==> src/hw/rtl/brta_pkg.sv <==
// shared types and constants of the bandgap ratio temperature averager
`default_nettype none

package brta_pkg;

  localparam int MUL_W  = 12;
  localparam int PROD_W = 2 * MUL_W;
  localparam int RD_W   = 10;
  localparam int DEN_W  = 20;
  localparam int MAG_W  = PROD_W + 4;
  localparam int CMP_W  = DEN_W + 9;
  localparam int Q_W    = 9;
  localparam int CNT_W  = 4;

  localparam int CFG_IDX_W  = 2;
  localparam int CFG_DATA_W = 12;
  localparam int SLOPE_W    = 10;

  localparam logic [CFG_IDX_W-1:0] REG_REF_MV    = 2'd0;
  localparam logic [CFG_IDX_W-1:0] REG_OFFSET_MV = 2'd1;
  localparam logic [CFG_IDX_W-1:0] REG_SLOPE     = 2'd2;

  localparam logic [MUL_W-1:0]   REF_MV_RESET    = 12'd1200;
  localparam logic [MUL_W-1:0]   OFFSET_MV_RESET = 12'd400;
  localparam logic [SLOPE_W-1:0] SLOPE_RESET     = 10'd195;

  localparam logic [CNT_W-1:0] DIV_LAST_BIT = 4'd8;
  localparam logic [CNT_W-1:0] AVG_LAST_BIT = 4'd7;

  typedef enum logic [3:0] {
    ST_IDLE,
    ST_MUL_A,
    ST_MUL_B,
    ST_MUL_C,
    ST_SCALE,
    ST_CHECK,
    ST_DIV,
    ST_ACC,
    ST_AVG,
    ST_OUT
  } state_t;

  typedef struct packed {
    logic [PROD_W-1:0] product;
    logic [CMP_W-1:0]  diff;
    logic              ge;
  } alu_out_t;

endpackage

`default_nettype wire

==> src/hw/rtl/brta_alu.sv <==
// shared multiplier and trial subtractor of the averager
`default_nettype none

module brta_alu (
  input  wire logic [brta_pkg::MUL_W-1:0] mul_a,
  input  wire logic [brta_pkg::MUL_W-1:0] mul_b,
  input  wire logic [brta_pkg::CMP_W-1:0] rem,
  input  wire logic [brta_pkg::CMP_W-1:0] dsr,
  output brta_pkg::alu_out_t              res
);

  logic [brta_pkg::CMP_W:0] trial;

  assign trial       = {1'b0, rem} - {1'b0, dsr};
  assign res.product = brta_pkg::PROD_W'(mul_a) * brta_pkg::PROD_W'(mul_b);
  assign res.diff    = trial[brta_pkg::CMP_W-1:0];
  assign res.ge      = ~trial[brta_pkg::CMP_W];

endmodule

`default_nettype wire

==> src/hw/rtl/bandgap_ratio_temperature_average_unit.sv <==
// top level of the bandgap ratio temperature averager
//
// input channel: in_valid / in_stall with action and reading. action 0 loads
// the bandgap reference reading and restarts a set. action 1 is a sensor
// sample: it goes through one shared 12x12 multiplier (three products), a
// scale step and a restoring divider that yields one quotient bit per cycle
// on one shared subtractor, and holds in_stall until the block is idle again
// (a bad reference skips to the accumulate step; a zero divisor or a quotient
// that reaches 512 skips the divider). the last sample of a set then runs the
// divider for the average and loads the output register in ST_OUT.
// output channel: out_valid / out_stall with temperature, sample_clamped and
// no_reference, one beat per SAMPLES samples. the output register holds the
// beat while out_stall is high; a finished set waits in ST_OUT until the
// register is free, and new samples are taken while a beat waits.
// config channel: cfg_valid / cfg_ready, always ready; the user writes it
// only when idle, and the block itself does not enforce it.
// reset (rst, synchronous): registers go to their defaults, no reference is
// loaded, the set is empty and out_valid drops.
`default_nettype none

module bandgap_ratio_temperature_average_unit #(
  parameter int ADC_BITS = 10,
  parameter int SAMPLES  = 8
) (
  input  wire logic                                clk,
  input  wire logic                                rst,
  input  wire logic                                cfg_valid,
  output logic                                     cfg_ready,
  input  wire logic [brta_pkg::CFG_IDX_W-1:0]      cfg_index,
  input  wire logic [brta_pkg::CFG_DATA_W-1:0]     cfg_data,
  input  wire logic                                in_valid,
  output logic                                     in_stall,
  input  wire logic                                action,
  input  wire logic [9:0]                          reading,
  output logic                                     out_valid,
  input  wire logic                                out_stall,
  output logic [7:0]                               temperature,
  output logic                                     sample_clamped,
  output logic                                     no_reference
);

  localparam int SCNT_W = $clog2(SAMPLES + 1);
  localparam int SUM_W  = $clog2(255 * SAMPLES + SAMPLES / 2 + 1);
  localparam logic [brta_pkg::RD_W-1:0] ADC_MASK = brta_pkg::RD_W'((1 << ADC_BITS) - 1);
  localparam logic [brta_pkg::CMP_W-1:0] AVG_DSR = brta_pkg::CMP_W'(SAMPLES) << 7;
  localparam logic [brta_pkg::CMP_W-1:0] HALF    = brta_pkg::CMP_W'(SAMPLES / 2);

  brta_pkg::state_t state, state_next;
  brta_pkg::alu_out_t alu;

  logic [brta_pkg::MUL_W-1:0]   ref_mv;
  logic [brta_pkg::MUL_W-1:0]   offset_mv;
  logic [brta_pkg::SLOPE_W-1:0] slope;

  logic [brta_pkg::RD_W-1:0]  reference_reading;
  logic                       reference_bad;
  logic [SCNT_W-1:0]          samples_taken;
  logic [SUM_W-1:0]           degree_sum;
  logic                       clamp_seen;

  logic [brta_pkg::RD_W-1:0]   sample;
  logic [brta_pkg::PROD_W-1:0] prod;
  logic [brta_pkg::PROD_W-1:0] pa;
  logic signed [brta_pkg::PROD_W:0] diff;
  logic [brta_pkg::DEN_W-1:0]  den;
  logic                        neg;
  logic [brta_pkg::CMP_W-1:0]  rem;
  logic [brta_pkg::CMP_W-1:0]  dsr;
  logic [brta_pkg::Q_W-1:0]    q;
  logic [brta_pkg::CNT_W-1:0]  cnt;
  logic [7:0]                  deg;
  logic                        deg_clamp;

  logic [brta_pkg::MUL_W-1:0]  mul_a;
  logic [brta_pkg::MUL_W-1:0]  mul_b;
  logic                        in_accept;
  logic                        out_free;
  logic [brta_pkg::Q_W-1:0]    q_next;
  logic [SUM_W-1:0]            sum_next;
  logic [brta_pkg::PROD_W-1:0] diff_abs;
  logic                        last_sample;

  brta_alu u_alu (
    .mul_a (mul_a),
    .mul_b (mul_b),
    .rem   (rem),
    .dsr   (dsr),
    .res   (alu)
  );

  assign cfg_ready   = 1'b1;
  assign in_accept   = in_valid && !in_stall;
  assign out_free    = !out_valid || !out_stall;
  assign q_next      = {q[brta_pkg::Q_W-2:0], alu.ge};
  assign sum_next    = degree_sum + SUM_W'(deg);
  assign diff_abs    = diff[brta_pkg::PROD_W] ? brta_pkg::PROD_W'(-diff)
                                              : diff[brta_pkg::PROD_W-1:0];
  assign last_sample = (samples_taken == SCNT_W'(SAMPLES - 1));

  // next state
  always_comb begin
    state_next = state;
    case (state)
      brta_pkg::ST_IDLE: begin
        if (in_accept && action) begin
          state_next = reference_bad ? brta_pkg::ST_ACC : brta_pkg::ST_MUL_A;
        end
      end
      brta_pkg::ST_MUL_A: state_next = brta_pkg::ST_MUL_B;
      brta_pkg::ST_MUL_B: state_next = brta_pkg::ST_MUL_C;
      brta_pkg::ST_MUL_C: state_next = brta_pkg::ST_SCALE;
      brta_pkg::ST_SCALE: state_next = brta_pkg::ST_CHECK;
      brta_pkg::ST_CHECK: begin
        state_next = (den == '0 || alu.ge) ? brta_pkg::ST_ACC : brta_pkg::ST_DIV;
      end
      brta_pkg::ST_DIV: begin
        if (cnt == '0) begin
          state_next = brta_pkg::ST_ACC;
        end
      end
      brta_pkg::ST_ACC: state_next = last_sample ? brta_pkg::ST_AVG : brta_pkg::ST_IDLE;
      brta_pkg::ST_AVG: begin
        if (cnt == '0) begin
          state_next = brta_pkg::ST_OUT;
        end
      end
      brta_pkg::ST_OUT: begin
        if (out_free) begin
          state_next = brta_pkg::ST_IDLE;
        end
      end
      default: state_next = brta_pkg::ST_IDLE;
    endcase
  end

  // outputs of the sequencer
  always_comb begin
    in_stall = 1'b1;
    mul_a    = '0;
    mul_b    = '0;
    case (state)
      brta_pkg::ST_IDLE: in_stall = 1'b0;
      brta_pkg::ST_MUL_A: begin
        mul_a = ref_mv;
        mul_b = brta_pkg::MUL_W'(sample);
      end
      brta_pkg::ST_MUL_B: begin
        mul_a = offset_mv;
        mul_b = brta_pkg::MUL_W'(reference_reading);
      end
      brta_pkg::ST_MUL_C: begin
        mul_a = brta_pkg::MUL_W'(slope);
        mul_b = brta_pkg::MUL_W'(reference_reading);
      end
      default: in_stall = 1'b1;
    endcase
  end

  always_ff @(posedge clk) begin
    if (rst) begin
      state <= brta_pkg::ST_IDLE;
    end else begin
      state <= state_next;
    end
  end

  // configuration registers
  always_ff @(posedge clk) begin
    if (rst) begin
      ref_mv    <= brta_pkg::REF_MV_RESET;
      offset_mv <= brta_pkg::OFFSET_MV_RESET;
      slope     <= brta_pkg::SLOPE_RESET;
    end else if (cfg_valid && cfg_ready) begin
      case (cfg_index)
        brta_pkg::REG_REF_MV:    ref_mv    <= cfg_data;
        brta_pkg::REG_OFFSET_MV: offset_mv <= cfg_data;
        brta_pkg::REG_SLOPE:     slope     <= cfg_data[brta_pkg::SLOPE_W-1:0];
        default: ;
      endcase
    end
  end

  // set state and output register
  always_ff @(posedge clk) begin
    if (rst) begin
      reference_reading <= '0;
      reference_bad     <= 1'b1;
      samples_taken     <= '0;
      degree_sum        <= '0;
      clamp_seen        <= 1'b0;
      out_valid         <= 1'b0;
    end else begin
      if (state == brta_pkg::ST_OUT && out_free) begin
        out_valid <= 1'b1;
      end else if (!out_stall) begin
        out_valid <= 1'b0;
      end
      case (state)
        brta_pkg::ST_IDLE: begin
          if (in_accept && !action) begin
            reference_reading <= reading & ADC_MASK;
            reference_bad     <= ((reading & ADC_MASK) == '0);
            samples_taken     <= '0;
            degree_sum        <= '0;
            clamp_seen        <= 1'b0;
          end
        end
        brta_pkg::ST_ACC: begin
          degree_sum    <= sum_next;
          clamp_seen    <= clamp_seen | deg_clamp;
          samples_taken <= samples_taken + SCNT_W'(1);
        end
        brta_pkg::ST_OUT: begin
          if (out_free) begin
            samples_taken <= '0;
            degree_sum    <= '0;
            clamp_seen    <= 1'b0;
          end
        end
        default: ;
      endcase
    end
  end

  // arithmetic datapath
  always_ff @(posedge clk) begin
    case (state)
      brta_pkg::ST_IDLE: begin
        sample    <= reading & ADC_MASK;
        deg       <= '0;
        deg_clamp <= 1'b0;
      end
      brta_pkg::ST_MUL_A: prod <= alu.product;
      brta_pkg::ST_MUL_B: begin
        pa   <= prod;
        prod <= alu.product;
      end
      brta_pkg::ST_MUL_C: begin
        diff <= $signed({1'b0, pa}) - $signed({1'b0, prod});
        prod <= alu.product;
      end
      brta_pkg::ST_SCALE: begin
        den <= prod[brta_pkg::DEN_W-1:0];
        neg <= diff[brta_pkg::PROD_W];
        rem <= brta_pkg::CMP_W'((brta_pkg::MAG_W'(diff_abs) << 3)
                              + (brta_pkg::MAG_W'(diff_abs) << 1));
        dsr <= brta_pkg::CMP_W'(prod[brta_pkg::DEN_W-1:0]) << 9;
      end
      brta_pkg::ST_CHECK: begin
        q   <= '0;
        cnt <= brta_pkg::DIV_LAST_BIT;
        dsr <= dsr >> 1;
        if (den == '0) begin
          deg       <= (!neg && rem != '0) ? 8'd255 : 8'd0;
          deg_clamp <= (rem != '0);
        end else if (alu.ge) begin
          deg       <= neg ? 8'd0 : 8'd255;
          deg_clamp <= 1'b1;
        end
      end
      brta_pkg::ST_DIV: begin
        if (alu.ge) begin
          rem <= alu.diff;
        end
        q   <= q_next;
        dsr <= dsr >> 1;
        cnt <= cnt - brta_pkg::CNT_W'(1);
        if (cnt == '0) begin
          if (neg) begin
            deg       <= 8'd0;
            deg_clamp <= (q_next != '0);
          end else if (q_next[brta_pkg::Q_W-1]) begin
            deg       <= 8'd255;
            deg_clamp <= 1'b1;
          end else begin
            deg       <= q_next[7:0];
            deg_clamp <= 1'b0;
          end
        end
      end
      brta_pkg::ST_ACC: begin
        rem <= brta_pkg::CMP_W'(sum_next) + HALF;
        dsr <= AVG_DSR;
        q   <= '0;
        cnt <= brta_pkg::AVG_LAST_BIT;
      end
      brta_pkg::ST_AVG: begin
        if (alu.ge) begin
          rem <= alu.diff;
        end
        q   <= q_next;
        dsr <= dsr >> 1;
        cnt <= cnt - brta_pkg::CNT_W'(1);
      end
      brta_pkg::ST_OUT: begin
        if (out_free) begin
          temperature    <= q[brta_pkg::Q_W-1] ? 8'd255 : q[7:0];
          sample_clamped <= clamp_seen;
          no_reference   <= reference_bad;
        end
      end
      default: ;
    endcase
  end

endmodule

`default_nettype wire

==> config.mk <==
export PLATFORM = sky130hd
export DESIGN_NAME = bandgap_ratio_temperature_average_unit
export DESIGN_NICKNAME = d
export VERILOG_FILES = /design/src/hw/rtl/brta_pkg.sv /design/src/hw/rtl/brta_alu.sv /design/src/hw/rtl/bandgap_ratio_temperature_average_unit.sv
export SDC_FILE = /design/constraint.sdc
export NUM_CORES = 1
export LEC_CHECK = 0
export BUFFER_PORTS_ARGS = -buffer_cell sky130_fd_sc_hd__buf_2
export CORE_MARGIN = 4
export CORE_UTILIZATION = 45
export DETAILED_ROUTE_END_ITERATION = 8
export GPL_TIMING_DRIVEN = 1
export PLACE_DENSITY = 0.67
export SYNTH_ARGS = -nofsm -noshare
export SYNTH_HDL_FRONTEND = slang
export SYNTH_SLANG_ARGS = --single-unit
==> constraint.sdc <==
create_clock -name clk -period 7.5 [get_ports clk]
set_input_delay 1.5 -clock clk [delete_from_list [all_inputs] [get_ports clk]]
set_output_delay 1.5 -clock clk [all_outputs]
set_load 0.03 [all_outputs]
Yosys cells after proc, flatten, opt, wreduce, memory -nomap -nowiden

Index checks and enable logic that the tools add are counted.

Mux-type cells: 41
Multiply operators: 1
Bitwise gates (word level): 2
Add/sub/neg operators: 8
Reductions and logical operators: 38
Equality and inequality tests: 20

Operators by type and width:

| operator                | count |
|---|---|
| $pmux W29 S3            | 2 |
| $mux W8                 | 7 |
| $pmux W4 S10            | 1 |
| $pmux W12 S3            | 1 |
| $pmux W11 S3            | 1 |
| $sub A29 B29 Y30        | 1 |
| $mux W29                | 1 |
| $reduce_bool A29 Y1     | 1 |
| $add A27 B25 Y28        | 1 |
| $sub A24 B24 Y25        | 1 |
| $mux W24                | 1 |
| $mux W4                 | 6 |
| $neg A24 Y24            | 1 |
| $pmux W4 S3             | 2 |
| $pmux W8 S3             | 1 |
| $mul A12 B10 Y22        | 1 |
| $mux W11                | 2 |
| $eq A4 B3 Y1 const B    | 5 |
| $logic_not A20 Y1       | 1 |
| $pmux W10 S2            | 1 |
| $pmux W9 S2             | 1 |
| $reduce_bool A3 Y1      | 5 |
| $add A11 B3 Y12 const B | 1 |
| $reduce_and A2 Y1       | 6 |
| other kinds (28)        | 59 |

Logic and storage cells: 135
Bits in registers: 260
Output and inout port bits: 13

Longest topological paths before layout

Gate-level depths: netlist of run 1.

Depth after elaboration: 6
Mapped depth: 26

Hierarchy

From an unflattened synthesis of run 1, not the netlist that was laid out.

Cell total of the unflattened synthesis: 2,131
Area, all modules: 19,899.1 sq um

By module, submodules not included:

| module                                 | area an instance (sq um) | cells each | times used |
|---|---|---|---|
| bandgap_ratio_temperature_average_unit | 13,569.3                 | 1,310      | 1 |
| brta_alu                               | 6,329.8                  | 821        | 1 |

Worst setup path before layout of run 1

Ideal clock, no wire load.

Kind: reg2reg
Start point: register state[0]
End point: register prod[21] in the netlist's numbering (data pin)
Required time: 7,241 ps
Clock period less this slack: 6,425 ps
Data arrival time: 6,165 ps
Path slack: 1,075 ps
Stages on the path, launching flop included: 26
Buffers on the path: 2
Setup time: 259 ps
Path through: dfxtp_1 > clkbuf_1 > nor2b_1 > clkbuf_1 > nand2_1 > a21oi_1 > nand2_1 > fa_1 > inv_1 > fa_1 > inv_1 > fa_1 > inv_1 > fa_1 > inv_1 > fa_1 > inv_1 > ha_1 > a21o_1 > a21o_1 > a211oi_1 > o211ai_1 > a31o_1 > nor4_1 > a21oi_1 > xnor2_1

RTL lines:

| element                  | line                                          | source |
|---|---|---|
| start: declaration       | bandgap_ratio_temperature_average_unit.sv:48  | `brta_pkg::state_t state, state_next;` |
| start signal: assignment | bandgap_ratio_temperature_average_unit.sv:161 | `state <= brta_pkg::ST_IDLE;` |
| start signal: assignment | bandgap_ratio_temperature_average_unit.sv:163 | `state <= state_next;` |
| end signal: assignment   | bandgap_ratio_temperature_average_unit.sv:233 | `brta_pkg::ST_MUL_A: prod <= alu.product;` |
| end signal: assignment   | bandgap_ratio_temperature_average_unit.sv:236 | `prod <= alu.product;` |
| end signal: assignment   | bandgap_ratio_temperature_average_unit.sv:240 | `prod <= alu.product;` |
| end: declaration         | bandgap_ratio_temperature_average_unit.sv:62  | `logic [brta_pkg::PROD_W-1:0] prod;` |

==> impl_metrics.xml, run 1 <==
<?xml version="1.0" encoding="UTF-8"?>
<metrics>
  <group name="global_routing">
    <metric name="wire_length_of_the_first_global_routing_pass" unit="microns">71100</metric>
    <metric name="via_count_of_the_first_global_routing_pass" unit="">14100</metric>
    <metric name="grt_antenna_before_repair" unit="">0</metric>
    <metric name="grt_start_max_net_pins" unit="">68</metric>
    <metric name="total_grt_usage" unit="%">19.3</metric>
    <metric name="grt_overflow" unit="">0</metric>
  </group>
  <group name="yosys">
    <metric name="sequential_cell_area_fraction_in_the_yosys_report" unit="%">38.4</metric>
    <metric name="synth_compound_area_share" unit="%">15.0</metric>
    <metric name="netlist_top_cells_area" unit="">sky130_fd_sc_hd__edfxtp_1, sky130_fd_sc_hd__ha_1, sky130_fd_sc_hd__fa_1, sky130_fd_sc_hd__dfxtp_1, sky130_fd_sc_hd__nand2_1</metric>
    <metric name="synthXorXnorAreaFrac" unit="%">5.35</metric>
    <metric name="synth_mux_area_share" unit="%">0.834</metric>
    <metric name="synthAdderAreaFrac" unit="%">18.7</metric>
    <metric name="synth.lib_cells_used.distinct" unit="">78</metric>
    <metric name="syn_nets" unit="">2182</metric>
    <metric name="postSynthCellCount" unit="">1928</metric>
    <metric name="netlist.area_leader.share" unit="%">31.2</metric>
    <metric name="largest_family_of_logic_cells_by_synthesized_area" unit="">adder cells</metric>
    <metric name="mappedNetlistArea" unit="sq mm">0.0183</metric>
    <metric name="yosysWarningCount" unit="">0</metric>
    <metric name="simple_logic_cell_fraction_of_the_synthesized_area" unit="%">17.1</metric>
    <metric name="postSynthRegisterBits" unit="">256</metric>
    <metric name="avgSynthCellArea" unit="sq um">9.49</metric>
    <metric name="synth_ff_type" unit="">sky130_fd_sc_hd__edfxtp_1</metric>
    <metric name="netlist.top_cell.by_area" unit="">sky130_fd_sc_hd__edfxtp_1</metric>
    <metric name="synth_edf_count" unit="">190</metric>
    <metric name="asyncSetResetFlopFracSynth" unit="%">0</metric>
  </group>
  <group name="finish">
    <metric name="diodes" unit="">0</metric>
    <metric name="fillCellCount" unit="">3670</metric>
    <metric name="final_design_area_no_fill" unit="sq mm">0.0202</metric>
    <metric name="regArea" unit="sq mm">0.00703</metric>
    <metric name="mostFrequentLayoutCells" unit="">sky130_fd_sc_hd__nand2_1, sky130_fd_sc_hd__edfxtp_1, sky130_fd_sc_hd__nor2_1</metric>
    <metric name="multi_input_area" unit="sq mm">0.0105</metric>
    <metric name="proportion_of_layout_cells_with_a_drive_suffix_above_1" unit="%">7.85</metric>
    <metric name="layout_commonest_cell" unit="">sky130_fd_sc_hd__nand2_1</metric>
    <metric name="num-nets-final" unit="">2218</metric>
    <metric name="area_growth_syn_to_layout" unit="%">10.2</metric>
    <metric name="layout.cells.non_filler" unit="">2512</metric>
  </group>
  <group name="power_and_ir_drop">
    <metric name="power.static_leakage" unit="nW">8.56</metric>
    <metric name="power.density" unit="mW/mm^2">391</metric>
    <metric name="peakVddDrop" unit="mV">0.194</metric>
  </group>
  <group name="clocking">
    <metric name="number_of_buffers_created_by_cts" unit="">29</metric>
    <metric name="cts_root_buffer" unit="">sky130_fd_sc_hd__clkbuf_16</metric>
    <metric name="post_cts.repair.setup_buffers" unit="">0</metric>
    <metric name="cts-htree-levels" unit="">1</metric>
    <metric name="cts.sink_count" unit="">256</metric>
    <metric name="tritoncts_clock_tree" unit="">done</metric>
    <metric name="cts.repair.resized" unit="">0</metric>
    <metric name="clk-insertion-delay-late" unit="ps">580</metric>
    <metric name="clock_tree.buffer_depth" unit="">3</metric>
    <metric name="clkSlewWorstSetupHoldPaths" unit="ps">60</metric>
    <metric name="cts_hold_buf" unit="">0</metric>
  </group>
  <group name="die">
    <metric name="ioPinCount" unit="">43</metric>
    <metric name="die-area" unit="sq mm">0.0440</metric>
    <metric name="placeableCoreArea" unit="sq mm">0.0400</metric>
    <metric name="placementRows" unit="">73</metric>
    <metric name="initial_utilization" unit="%">45.7</metric>
    <metric name="die-width" unit="microns">210</metric>
    <metric name="dieHeight" unit="microns">210</metric>
  </group>
  <group name="drt">
    <metric name="detail_route.wirelength" unit="microns">42700</metric>
    <metric name="met2RoutedLength" unit="microns">20400</metric>
    <metric name="drt-wirelength-per-cell" unit="microns">17.0</metric>
    <metric name="detail_route.vias_per_cell" unit="">5.59</metric>
    <metric name="routedLengthMet1" unit="microns">19200</metric>
    <metric name="detailedRoute.firstIterationViolations" unit="">883</metric>
    <metric name="post-route-drc-count" unit="">0</metric>
    <metric name="wl_met3" unit="microns">1760</metric>
    <metric name="highest-signal-layer" unit="">met4</metric>
    <metric name="drt-pass1-iter-count" unit="">7</metric>
    <metric name="postRouteAntennaNets" unit="">0</metric>
    <metric name="via_count" unit="">14000</metric>
  </group>
  <group name="critical_path">
    <metric name="crit-reg2reg-launch" unit="">state[1]$_SDFFE_PP0P_</metric>
    <metric name="critPathCaptureType" unit="">flop</metric>
    <metric name="worstPathRequired" unit="ps">7810</metric>
    <metric name="worstPathMaxFanout" unit="">12</metric>
    <metric name="setup.worst_path.class" unit="">reg -&gt; reg</metric>
    <metric name="worstRegToRegCells" unit="">21</metric>
    <metric name="critical_path.startpoint_type" unit="">flop</metric>
    <metric name="ff2ff_setup_slack" unit="ps">510</metric>
    <metric name="critical_path.reg2reg.endpoint" unit="">prod[21]$_DFFE_PN_</metric>
    <metric name="timing.critical_path.arrival" unit="ps">7300</metric>
  </group>
  <group name="sta">
    <metric name="max_slew_headroom" unit="%">25.2</metric>
    <metric name="fin_crit_sh" unit="%">93.2</metric>
    <metric name="final.setup_skew" unit="ps">26.7</metric>
    <metric name="final_period_minus_worst_setup_slack" unit="ps">6990</metric>
    <metric name="timing.final.setup_violations" unit="">0</metric>
    <metric name="timing.final.max_slew_violations" unit="">0</metric>
    <metric name="timing_hold_violations_final" unit="">0</metric>
    <metric name="max_freq" unit="GHz">0.143</metric>
    <metric name="grt_setup_unrepaired" unit="">false</metric>
    <metric name="totalNegativeSetupSlack" unit="ps">0</metric>
    <metric name="worst-slew-pin-transition" unit="ps">1120</metric>
  </group>
  <group name="place">
    <metric name="dp_cells" unit="">2457</metric>
    <metric name="postPlaceCellArea" unit="sq mm">0.0191</metric>
    <metric name="numPortBuffers" unit="">41</metric>
    <metric name="post_detailed_placement_half_perimeter_wirelength" unit="microns">33000</metric>
    <metric name="globalplace.congestion" unit="">0.948</metric>
  </group>
  <group name="min_path">
    <metric name="whs_endpoint" unit="">slope[9]$_SDFFE_PP0P_</metric>
    <metric name="min-delay-path-class" unit="">reg -&gt; reg</metric>
    <metric name="hold_path_startpoint" unit="">slope[9]$_SDFFE_PP0P_</metric>
    <metric name="worst_hold_stages" unit="">2</metric>
  </group>
  <group name="job">
    <metric name="cap_violations" unit="">0</metric>
  </group>
  <group name="outcome">
    <metric name="run_status" unit="">finished, final reports clean</metric>
  </group>
</metrics>
## synth_stat cells, types with 16 or more instances
library cell and number:
sky130_fd_sc_hd__a22oi_1 19, sky130_fd_sc_hd__and2_1 30, sky130_fd_sc_hd__nor2_1 175, sky130_fd_sc_hd__xor2_1 36, sky130_fd_sc_hd__nor4_1 18, sky130_fd_sc_hd__nor3_1 37
sky130_fd_sc_hd__a21o_1 35, sky130_fd_sc_hd__ha_1 142, sky130_fd_sc_hd__nand2_1 258, sky130_fd_sc_hd__o21ai_0 78, sky130_fd_sc_hd__edfxtp_1 190, sky130_fd_sc_hd__clkbuf_1 54
sky130_fd_sc_hd__dfxtp_1 66, sky130_fd_sc_hd__inv_1 164, sky130_fd_sc_hd__fa_1 82, sky130_fd_sc_hd__nand2b_1 33, sky130_fd_sc_hd__nand3b_1 16, sky130_fd_sc_hd__nand3_1 21
sky130_fd_sc_hd__a21oi_1 125, sky130_fd_sc_hd__xnor2_1 72, sky130_fd_sc_hd__o21a_1 20, sky130_fd_sc_hd__nor2b_1 18
## worst max-delay path, cell delays in order (launching register included)
cell,delay [ps]
sky130_fd_sc_hd__dfxtp_1,580
sky130_fd_sc_hd__inv_1,120
sky130_fd_sc_hd__nor2_1,560
sky130_fd_sc_hd__a22o_1,260
sky130_fd_sc_hd__nand2_1,210
sky130_fd_sc_hd__or2_2,410
sky130_fd_sc_hd__fa_1,530
sky130_fd_sc_hd__fa_1,550
sky130_fd_sc_hd__inv_1,60
sky130_fd_sc_hd__fa_1,500
sky130_fd_sc_hd__fa_1,540
sky130_fd_sc_hd__inv_1,50
sky130_fd_sc_hd__fa_1,520
sky130_fd_sc_hd__inv_1,40
sky130_fd_sc_hd__ha_1,340
sky130_fd_sc_hd__and3_1,200
sky130_fd_sc_hd__a211oi_1,430
sky130_fd_sc_hd__o211ai_1,210
sky130_fd_sc_hd__a31o_1,230
sky130_fd_sc_hd__nor4_1,180
sky130_fd_sc_hd__a21oi_1,80
sky130_fd_sc_hd__xnor2_1,130
## per-layer routing
layer	track usage (%)	vias to the layer above
li1	-	6834
met4	6.10	0
met1	26.0	6764
met5	0	-
met3	2.08	92
met2	32.7	340
## where the power goes
group | internal, mW | leakage, nW | switching (mW)
clock | 0.908 | 0.508 | 0.596
combinational | 1.53 | 5.73 | 2.41
sequential | 2.19 | 2.32 | 0.245
## area by class of cell
cell class	count	share of cell area, %
repair buffers	64	1.86
multi-input cells	1448	51.9
clock buffers	38	4.03
clock inverters	16	1.07
inverters	165	3.07
well taps	525	3.26
flip-flops and latches	256	34.8
## how the worst max path moves through the flow
stage	endpoint	start	depth (start not counted)
2_1_floorplan	prod[21]$_DFFE_PN_	state[0]$_SDFFE_PP0P_	25
5_1_grt	prod[21]$_DFFE_PN_	state[1]$_SDFFE_PP0P_	21
6_report	prod[21]$_DFFE_PN_	state[1]$_SDFFE_PP0P_	21
3_5_place_dp	prod[21]$_DFFE_PN_	state[1]$_SDFFE_PP0P_	21
4_1_cts	prod[21]$_DFFE_PN_	state[1]$_SDFFE_PP0P_	21
3_3_place_gp	prod[21]$_DFFE_PN_	state[1]$_SDFFE_PP0P_	21
## cell families after synthesis
group           Yosys count
flops                   256
fa+ha+maj               224
mux                      14
buf+inv                 224
compound gates          423
simple gates            676
other cells               1
xor+xnor                110
## sequential cells by signal, summed over array words and instances (netlist names), 4 cells and up
name,cells
samples_taken,4
deg,8
degree_sum,11
state,4
cnt,4
offset_mv,12
den,20
diff,25
temperature,8
reference_reading,10
dsr,29
pa,22
ref_mv,12
prod,22
rem,29
sample,10
q,9
slope,10
## metrics by stage
stage          hold slack (ps)  power [mW]  utilization (%)  setup slack, ps
3_5_place_dp               447        6.34             47.8              611
4_1_cts                    455        7.88             50.4              569
3_3_place_gp               441        6.26             47.8              766
6_report                   453        7.88             50.4              510
2_1_floorplan              409        5.34                -             1080
5_1_grt                    472        8.46             50.4             64.6
Power figures use the tool's default switching activity.
==> run 2: changes to the inputs <==
- BUFFER_PORTS_ARGS: -buffer_cell sky130_fd_sc_hd__buf_2 -> -buffer_cell sky130_fd_sc_hd__buf_4
==> run 2 against run 1 <==
Compared with the run above:
- register-to-register slack better by 150 ps
- sequential share of layout area hardly changed
- maximum frequency up 2.2%
- clock-buffer cell count up 2
- final area hardly changed
- critical path type unchanged
- critical endpoint unchanged
- highest routed layer unchanged
==> impl_metrics.xml, run 2 (synthesized netlist as in run 1, its figures left out) <==
<?xml version="1.0" encoding="UTF-8"?>
<metrics>
  <group name="place">
    <metric name="post_detailed_placement_half_perimeter_wirelength" unit="microns">33100</metric>
    <metric name="numPortBuffers" unit="">41</metric>
    <metric name="globalplace.congestion" unit="">0.946</metric>
  </group>
  <group name="sta">
    <metric name="fin_crit_sh" unit="%">91.2</metric>
    <metric name="final.setup_skew" unit="ps">13.0</metric>
    <metric name="timing.final.max_slew_violations" unit="">0</metric>
    <metric name="timing_hold_violations_final" unit="">0</metric>
    <metric name="final_period_minus_worst_setup_slack" unit="ps">6840</metric>
    <metric name="max_freq" unit="GHz">0.146</metric>
    <metric name="worst-slew-pin-transition" unit="ps">1070</metric>
    <metric name="max_slew_headroom" unit="%">28.3</metric>
    <metric name="totalNegativeSetupSlack" unit="ps">0</metric>
    <metric name="grt_setup_unrepaired" unit="">false</metric>
    <metric name="timing.final.setup_violations" unit="">0</metric>
  </group>
  <group name="critical_path">
    <metric name="setup.worst_path.class" unit="">reg -&gt; reg</metric>
    <metric name="worstPathRequired" unit="ps">7790</metric>
    <metric name="critical_path.startpoint_type" unit="">flop</metric>
    <metric name="worst_path_most_repeated_cell" unit="">sky130_fd_sc_hd__fa_1</metric>
    <metric name="worstPathBufferInverterCount" unit="">4</metric>
    <metric name="cell_chain_critical_path" unit="">buf_4 &gt; nor2_2 &gt; a22o_1 &gt; nand2_1 &gt; or2_2 &gt; fa_1 &gt; fa_1 &gt; inv_1 &gt; fa_1 &gt; fa_1 &gt; inv_1 &gt; fa_1 &gt; inv_1 &gt; ha_1 &gt; and3_1 &gt; a211oi_1 &gt; o211ai_1 &gt; a31o_1 &gt; nor4_1 &gt; a21oi_1 &gt; xnor2_1</metric>
    <metric name="worstPathMaxFanout" unit="">15</metric>
    <metric name="cpMaxStageDelayCell" unit="">sky130_fd_sc_hd__fa_1</metric>
    <metric name="critPathCaptureType" unit="">flop</metric>
    <metric name="timing.critical_path.arrival" unit="ps">7140</metric>
    <metric name="slowest_delay" unit="ps">550</metric>
    <metric name="path_delay_family" unit="">adder cells</metric>
  </group>
  <group name="clocking">
    <metric name="clock_tree.buffer_depth" unit="">3</metric>
    <metric name="post_cts.repair.setup_buffers" unit="">0</metric>
    <metric name="cts-htree-levels" unit="">1</metric>
    <metric name="cts_root_buffer" unit="">sky130_fd_sc_hd__clkbuf_16</metric>
    <metric name="cts_hold_buf" unit="">0</metric>
    <metric name="clk-insertion-delay-late" unit="ps">550</metric>
    <metric name="number_of_buffers_created_by_cts" unit="">29</metric>
    <metric name="cts.sink_count" unit="">256</metric>
    <metric name="clkSlewWorstSetupHoldPaths" unit="ps">60</metric>
    <metric name="cts.repair.resized" unit="">0</metric>
    <metric name="tritoncts_clock_tree" unit="">done</metric>
  </group>
  <group name="die">
    <metric name="initial_utilization" unit="%">45.7</metric>
    <metric name="placementRows" unit="">73</metric>
    <metric name="die-area" unit="sq mm">0.0440</metric>
    <metric name="ioPinCount" unit="">43</metric>
    <metric name="placeableCoreArea" unit="sq mm">0.0400</metric>
    <metric name="dieHeight" unit="microns">210</metric>
    <metric name="die-width" unit="microns">210</metric>
  </group>
  <group name="job">
    <metric name="cap_violations" unit="">0</metric>
  </group>
  <group name="global_routing">
    <metric name="grt_antenna_before_repair" unit="">0</metric>
    <metric name="wire_length_of_the_first_global_routing_pass" unit="microns">71000</metric>
    <metric name="via_count_of_the_first_global_routing_pass" unit="">13900</metric>
    <metric name="total_grt_usage" unit="%">19.4</metric>
    <metric name="grt_start_max_net_pins" unit="">68</metric>
    <metric name="grt_overflow" unit="">0</metric>
  </group>
  <group name="finish">
    <metric name="diodes" unit="">0</metric>
    <metric name="proportion_of_layout_cells_with_a_drive_suffix_above_1" unit="%">7.61</metric>
    <metric name="multi_input_area" unit="sq mm">0.0105</metric>
    <metric name="biggestRegsByFlops" unit="">dsr x29, rem x29, diff x25</metric>
    <metric name="layout_commonest_cell" unit="">sky130_fd_sc_hd__nand2_1</metric>
    <metric name="regArea" unit="sq mm">0.00703</metric>
    <metric name="area_growth_syn_to_layout" unit="%">10.2</metric>
    <metric name="mostFrequentLayoutCells" unit="">sky130_fd_sc_hd__nand2_1, sky130_fd_sc_hd__edfxtp_1, sky130_fd_sc_hd__nor2_1</metric>
    <metric name="fillCellCount" unit="">3696</metric>
    <metric name="num-nets-final" unit="">2216</metric>
  </group>
  <group name="drt">
    <metric name="detail_route.vias_per_cell" unit="">5.54</metric>
    <metric name="drt-pass1-iter-count" unit="">5</metric>
    <metric name="via_count" unit="">13900</metric>
    <metric name="post-route-drc-count" unit="">0</metric>
    <metric name="detail_route.wirelength" unit="microns">42700</metric>
    <metric name="drt-wirelength-per-cell" unit="microns">17.0</metric>
    <metric name="postRouteAntennaNets" unit="">0</metric>
    <metric name="detailedRoute.firstIterationViolations" unit="">926</metric>
  </group>
  <group name="power_and_ir_drop">
    <metric name="power.net_switching" unit="mW">3.22</metric>
    <metric name="internal_power" unit="mW">4.54</metric>
    <metric name="peakVddDrop" unit="mV">0.181</metric>
    <metric name="power.density" unit="mW/mm^2">385</metric>
    <metric name="report.power.total" unit="mW">7.76</metric>
    <metric name="netSwitchingFraction" unit="%">41.5</metric>
    <metric name="share_seq_of_total_power" unit="%">31.4</metric>
    <metric name="share_comb_of_total_power" unit="%">50.7</metric>
    <metric name="power.static_leakage" unit="nW">8.53</metric>
    <metric name="pwr-share-clk" unit="%">17.9</metric>
  </group>
  <group name="outcome">
    <metric name="run_status" unit="">finished, final reports clean</metric>
  </group>
  <group name="min_path">
    <metric name="min-delay-path-class" unit="">reg -&gt; reg</metric>
  </group>
</metrics>
-- run 2: final cells by class --
type,instances,share of cell area (%)
clock buffer,40,4.16
multi-input combinational,1448,51.9
sequential,256,34.8
timing repair buffer,62,2.30
clock inverter,13,0.509
tap,525,3.26
inverter,165,3.07
-- run 2: metal layers --
| metal | vias to the layer above | GRT usage, % | routed length [microns] |
|---|---|---|---|
| met4 | 0 | 4.68 | 1020 |
| met3 | 71 | 2.41 | 1820 |
| met2 | 289 | 33.5 | 20800 |
| met5 | - | 0 | 0 |
| li1 | 6840 | - | - |
| met1 | 6706 | 26.2 | 19100 |
-- run 2: final timing paths --
path / startpoint / to / slack [ps] / cells past startpoint
setup / recovery: state[0]$_SDFFE_PP0P_ / prod[21]$_DFFE_PN_ / 660 / 21
hold / removal: clamp_seen$_SDFFE_PP0P_ / sample_clamped$_DFFE_PP_ / 440 / 0
setup reg to reg: state[0]$_SDFFE_PP0P_ / prod[21]$_DFFE_PN_ / 660 / 21
hold reg to reg: clamp_seen$_SDFFE_PP0P_ / sample_clamped$_DFFE_PP_ / 440 / 0
-- run 2: metrics by stage --
step	setup slack [ps]	std cells	hold WS, ps	util, %	cell area (sq um)
2_1_floorplan	1080	1928	409	-	18300
3_3_place_gp	702	2455	414	48.0	19200
3_5_place_dp	458	2455	421	48.0	19200
4_1_cts	434	2508	436	50.4	20200
5_1_grt	183	2509	448	50.4	20200
6_report	657	2509	437	50.4	20200
-- run 2: power by group through the flow --
stage	Combinational [mW]	Sequential (mW)	Clock [mW]
after floorplan	2.99	2.35	0
after global placement	3.82	2.45	0
after detailed placement	3.89	2.47	0
after CTS	3.92	2.44	1.42
after global routing	4.40	2.48	1.49
final	3.93	2.44	1.39
==> run 3: changes to the inputs <==
- CTS_BUF_LIST: not set -> sky130_fd_sc_hd__clkbuf_2 sky130_fd_sc_hd__clkbuf_4 sky130_fd_sc_hd__clkbuf_8
==> run 3 against run 2 <==
Compared with the run above:
- critical endpoint unchanged
- via count up 0.81%
- non-clock buffer count unchanged
- clock-buffer cell count up 21
- final area up 0.71%
- clock skew up 35 ps
- register-to-register slack worse by 40 ps
- highest routed layer unchanged
- worst setup slack worse by 37 ps
==> impl_metrics.xml, run 3 (synthesized netlist as in run 1, its figures left out) <==
<?xml version="1.0" encoding="UTF-8"?>
<metrics>
  <group name="critical_path">
    <metric name="critPathCaptureType" unit="">flop</metric>
    <metric name="worstPathRequired" unit="ps">7760</metric>
    <metric name="timing.critical_path.arrival" unit="ps">7140</metric>
    <metric name="path_delay_family" unit="">adder cells</metric>
    <metric name="worstPathBufferInverterCount" unit="">4</metric>
    <metric name="worstPathMaxFanout" unit="">15</metric>
    <metric name="slowest_delay" unit="ps">550</metric>
    <metric name="cpMaxStageDelayCell" unit="">sky130_fd_sc_hd__fa_1</metric>
    <metric name="critical_path.startpoint_type" unit="">flop</metric>
    <metric name="cell_chain_critical_path" unit="">buf_4 &gt; nor2_2 &gt; a22o_1 &gt; nand2_1 &gt; or2_2 &gt; fa_1 &gt; fa_1 &gt; inv_1 &gt; fa_1 &gt; fa_1 &gt; inv_1 &gt; fa_1 &gt; inv_1 &gt; ha_1 &gt; and3_1 &gt; a211oi_1 &gt; o211ai_1 &gt; a31o_1 &gt; nor4_1 &gt; a21oi_1 &gt; xnor2_1</metric>
    <metric name="ff2ff_setup_slack" unit="ps">620</metric>
    <metric name="setup.worst_path.class" unit="">reg -&gt; reg</metric>
    <metric name="worst_path_most_repeated_cell" unit="">sky130_fd_sc_hd__fa_1</metric>
  </group>
  <group name="sta">
    <metric name="timing.final.setup_violations" unit="">0</metric>
    <metric name="final_period_minus_worst_setup_slack" unit="ps">6880</metric>
    <metric name="max_freq" unit="GHz">0.145</metric>
    <metric name="worst-slew-pin-transition" unit="ps">1100</metric>
    <metric name="timing.final.max_slew_violations" unit="">0</metric>
    <metric name="totalNegativeSetupSlack" unit="ps">0</metric>
    <metric name="max_slew_headroom" unit="%">26.9</metric>
    <metric name="grt_setup_unrepaired" unit="">false</metric>
    <metric name="fin_crit_sh" unit="%">91.7</metric>
    <metric name="final.setup_skew" unit="ps">47.9</metric>
    <metric name="timing_hold_violations_final" unit="">0</metric>
    <metric name="finalHoldWorstSlack" unit="ps">434</metric>
  </group>
  <group name="drt">
    <metric name="via_count" unit="">14000</metric>
    <metric name="detail_route.vias_per_cell" unit="">5.53</metric>
    <metric name="detailedRoute.firstIterationViolations" unit="">1038</metric>
    <metric name="post-route-drc-count" unit="">0</metric>
    <metric name="postRouteAntennaNets" unit="">0</metric>
    <metric name="drt-pass1-iter-count" unit="">5</metric>
    <metric name="detail_route.wirelength" unit="microns">42900</metric>
    <metric name="drt-wirelength-per-cell" unit="microns">16.9</metric>
  </group>
  <group name="finish">
    <metric name="mostFrequentLayoutCells" unit="">sky130_fd_sc_hd__nand2_1, sky130_fd_sc_hd__edfxtp_1, sky130_fd_sc_hd__nor2_1</metric>
    <metric name="fillCellCount" unit="">3678</metric>
    <metric name="layout_commonest_cell" unit="">sky130_fd_sc_hd__nand2_1</metric>
    <metric name="biggestRegsByFlops" unit="">dsr x29, rem x29, diff x25</metric>
    <metric name="area_growth_syn_to_layout" unit="%">11.0</metric>
    <metric name="regArea" unit="sq mm">0.00703</metric>
    <metric name="proportion_of_layout_cells_with_a_drive_suffix_above_1" unit="%">9.15</metric>
    <metric name="num-nets-final" unit="">2232</metric>
    <metric name="multi_input_area" unit="sq mm">0.0105</metric>
    <metric name="diodes" unit="">0</metric>
  </group>
  <group name="die">
    <metric name="placeableCoreArea" unit="sq mm">0.0400</metric>
    <metric name="die-width" unit="microns">210</metric>
    <metric name="initial_utilization" unit="%">45.7</metric>
    <metric name="dieHeight" unit="microns">210</metric>
    <metric name="ioPinCount" unit="">43</metric>
    <metric name="die-area" unit="sq mm">0.0440</metric>
    <metric name="placementRows" unit="">73</metric>
  </group>
  <group name="global_routing">
    <metric name="via_count_of_the_first_global_routing_pass" unit="">14100</metric>
    <metric name="grt_overflow" unit="">0</metric>
    <metric name="total_grt_usage" unit="%">19.6</metric>
    <metric name="wire_length_of_the_first_global_routing_pass" unit="microns">71400</metric>
    <metric name="grt_start_max_net_pins" unit="">68</metric>
    <metric name="grt_antenna_before_repair" unit="">0</metric>
  </group>
  <group name="clocking">
    <metric name="cts_hold_buf" unit="">0</metric>
    <metric name="cts.sink_count" unit="">256</metric>
    <metric name="clkSlewWorstSetupHoldPaths" unit="ps">60</metric>
    <metric name="tritoncts_clock_tree" unit="">done</metric>
    <metric name="clk-insertion-delay-late" unit="ps">560</metric>
    <metric name="cts-htree-levels" unit="">2</metric>
    <metric name="post_cts.repair.setup_buffers" unit="">0</metric>
    <metric name="cts_root_buffer" unit="">sky130_fd_sc_hd__clkbuf_8</metric>
    <metric name="number_of_buffers_created_by_cts" unit="">45</metric>
    <metric name="clock_tree.buffer_depth" unit="">3</metric>
  </group>
  <group name="place">
    <metric name="post_detailed_placement_half_perimeter_wirelength" unit="microns">33100</metric>
    <metric name="numPortBuffers" unit="">41</metric>
    <metric name="globalplace.congestion" unit="">0.946</metric>
  </group>
  <group name="power_and_ir_drop">
    <metric name="netSwitchingFraction" unit="%">40.9</metric>
    <metric name="pwr-share-clk" unit="%">19.5</metric>
    <metric name="share_seq_of_total_power" unit="%">30.8</metric>
    <metric name="peakVddDrop" unit="mV">0.154</metric>
    <metric name="share_comb_of_total_power" unit="%">49.7</metric>
    <metric name="power.net_switching" unit="mW">3.24</metric>
    <metric name="internal_power" unit="mW">4.68</metric>
    <metric name="power.static_leakage" unit="nW">8.64</metric>
    <metric name="power.density" unit="mW/mm^2">390</metric>
  </group>
  <group name="min_path">
    <metric name="min-delay-path-class" unit="">reg -&gt; reg</metric>
  </group>
  <group name="outcome">
    <metric name="run_status" unit="">finished, final reports clean</metric>
  </group>
  <group name="job">
    <metric name="cap_violations" unit="">0</metric>
  </group>
</metrics>
-- run 3: worst paths after layout --
| path | startpoint | endpoint | cells after the start |
|---|---|---|---|
| min | clamp_seen$_SDFFE_PP0P_ | sample_clamped$_DFFE_PP_ | 0 |
| max | state[0]$_SDFFE_PP0P_ | prod[21]$_DFFE_PN_ | 21 |
| max reg2reg | state[0]$_SDFFE_PP0P_ | prod[21]$_DFFE_PN_ | 21 |
| min reg2reg | clamp_seen$_SDFFE_PP0P_ | sample_clamped$_DFFE_PP_ | 0 |
-- run 3: repair_timing --
item	4_1_cts	5_1_grt
endpoints found under the hold margin	0	0
gates resized for setup	0	1
endpoints found under the setup margin	0	1
-- run 3: layout make-up --
cell class / instances / share of cell area [%]
multi-input combinational: 1448 / 51.5
sequential: 256 / 34.6
clock buffer: 61 / 3.83
tap: 525 / 3.23
inverter: 165 / 3.05
timing repair buffer: 62 / 2.28
clock inverter: 20 / 1.51
-- run 3: power groups by stage --
stage          combinational [mW]  sequential (mW)  clock, mW
2_1_floorplan                2.99             2.35          0
3_3_place_gp                 3.82             2.45          0
3_5_place_dp                 3.89             2.47          0
4_1_cts                      3.92             2.44       1.57
5_1_grt                      4.40             2.48       1.65
6_report                     3.94             2.44       1.54
-- run 3: through the flow --
step	util (%)	setup WS (ps)	std cells	total power [mW]	cell area (sq um)
final	50.8	621	2537	7.92	20300
after CTS	50.8	411	2536	7.93	20300
after detailed placement	48.0	458	2455	6.36	19200
after floorplan	-	1080	1928	5.34	18300
after global placement	48.0	702	2455	6.27	19200
after global routing	50.8	152	2537	8.53	20300
-- run 3: routing by layer --
layer / wire length (microns) / global-route usage (%) / up-vias
met5: 0 / 0 / -
met4: 1040 / 5.29 / 0
met3: 2000 / 2.81 / 77
met2: 20700 / 33.5 / 324
met1: 19100 / 26.1 / 6745
li1: - / - / 6873
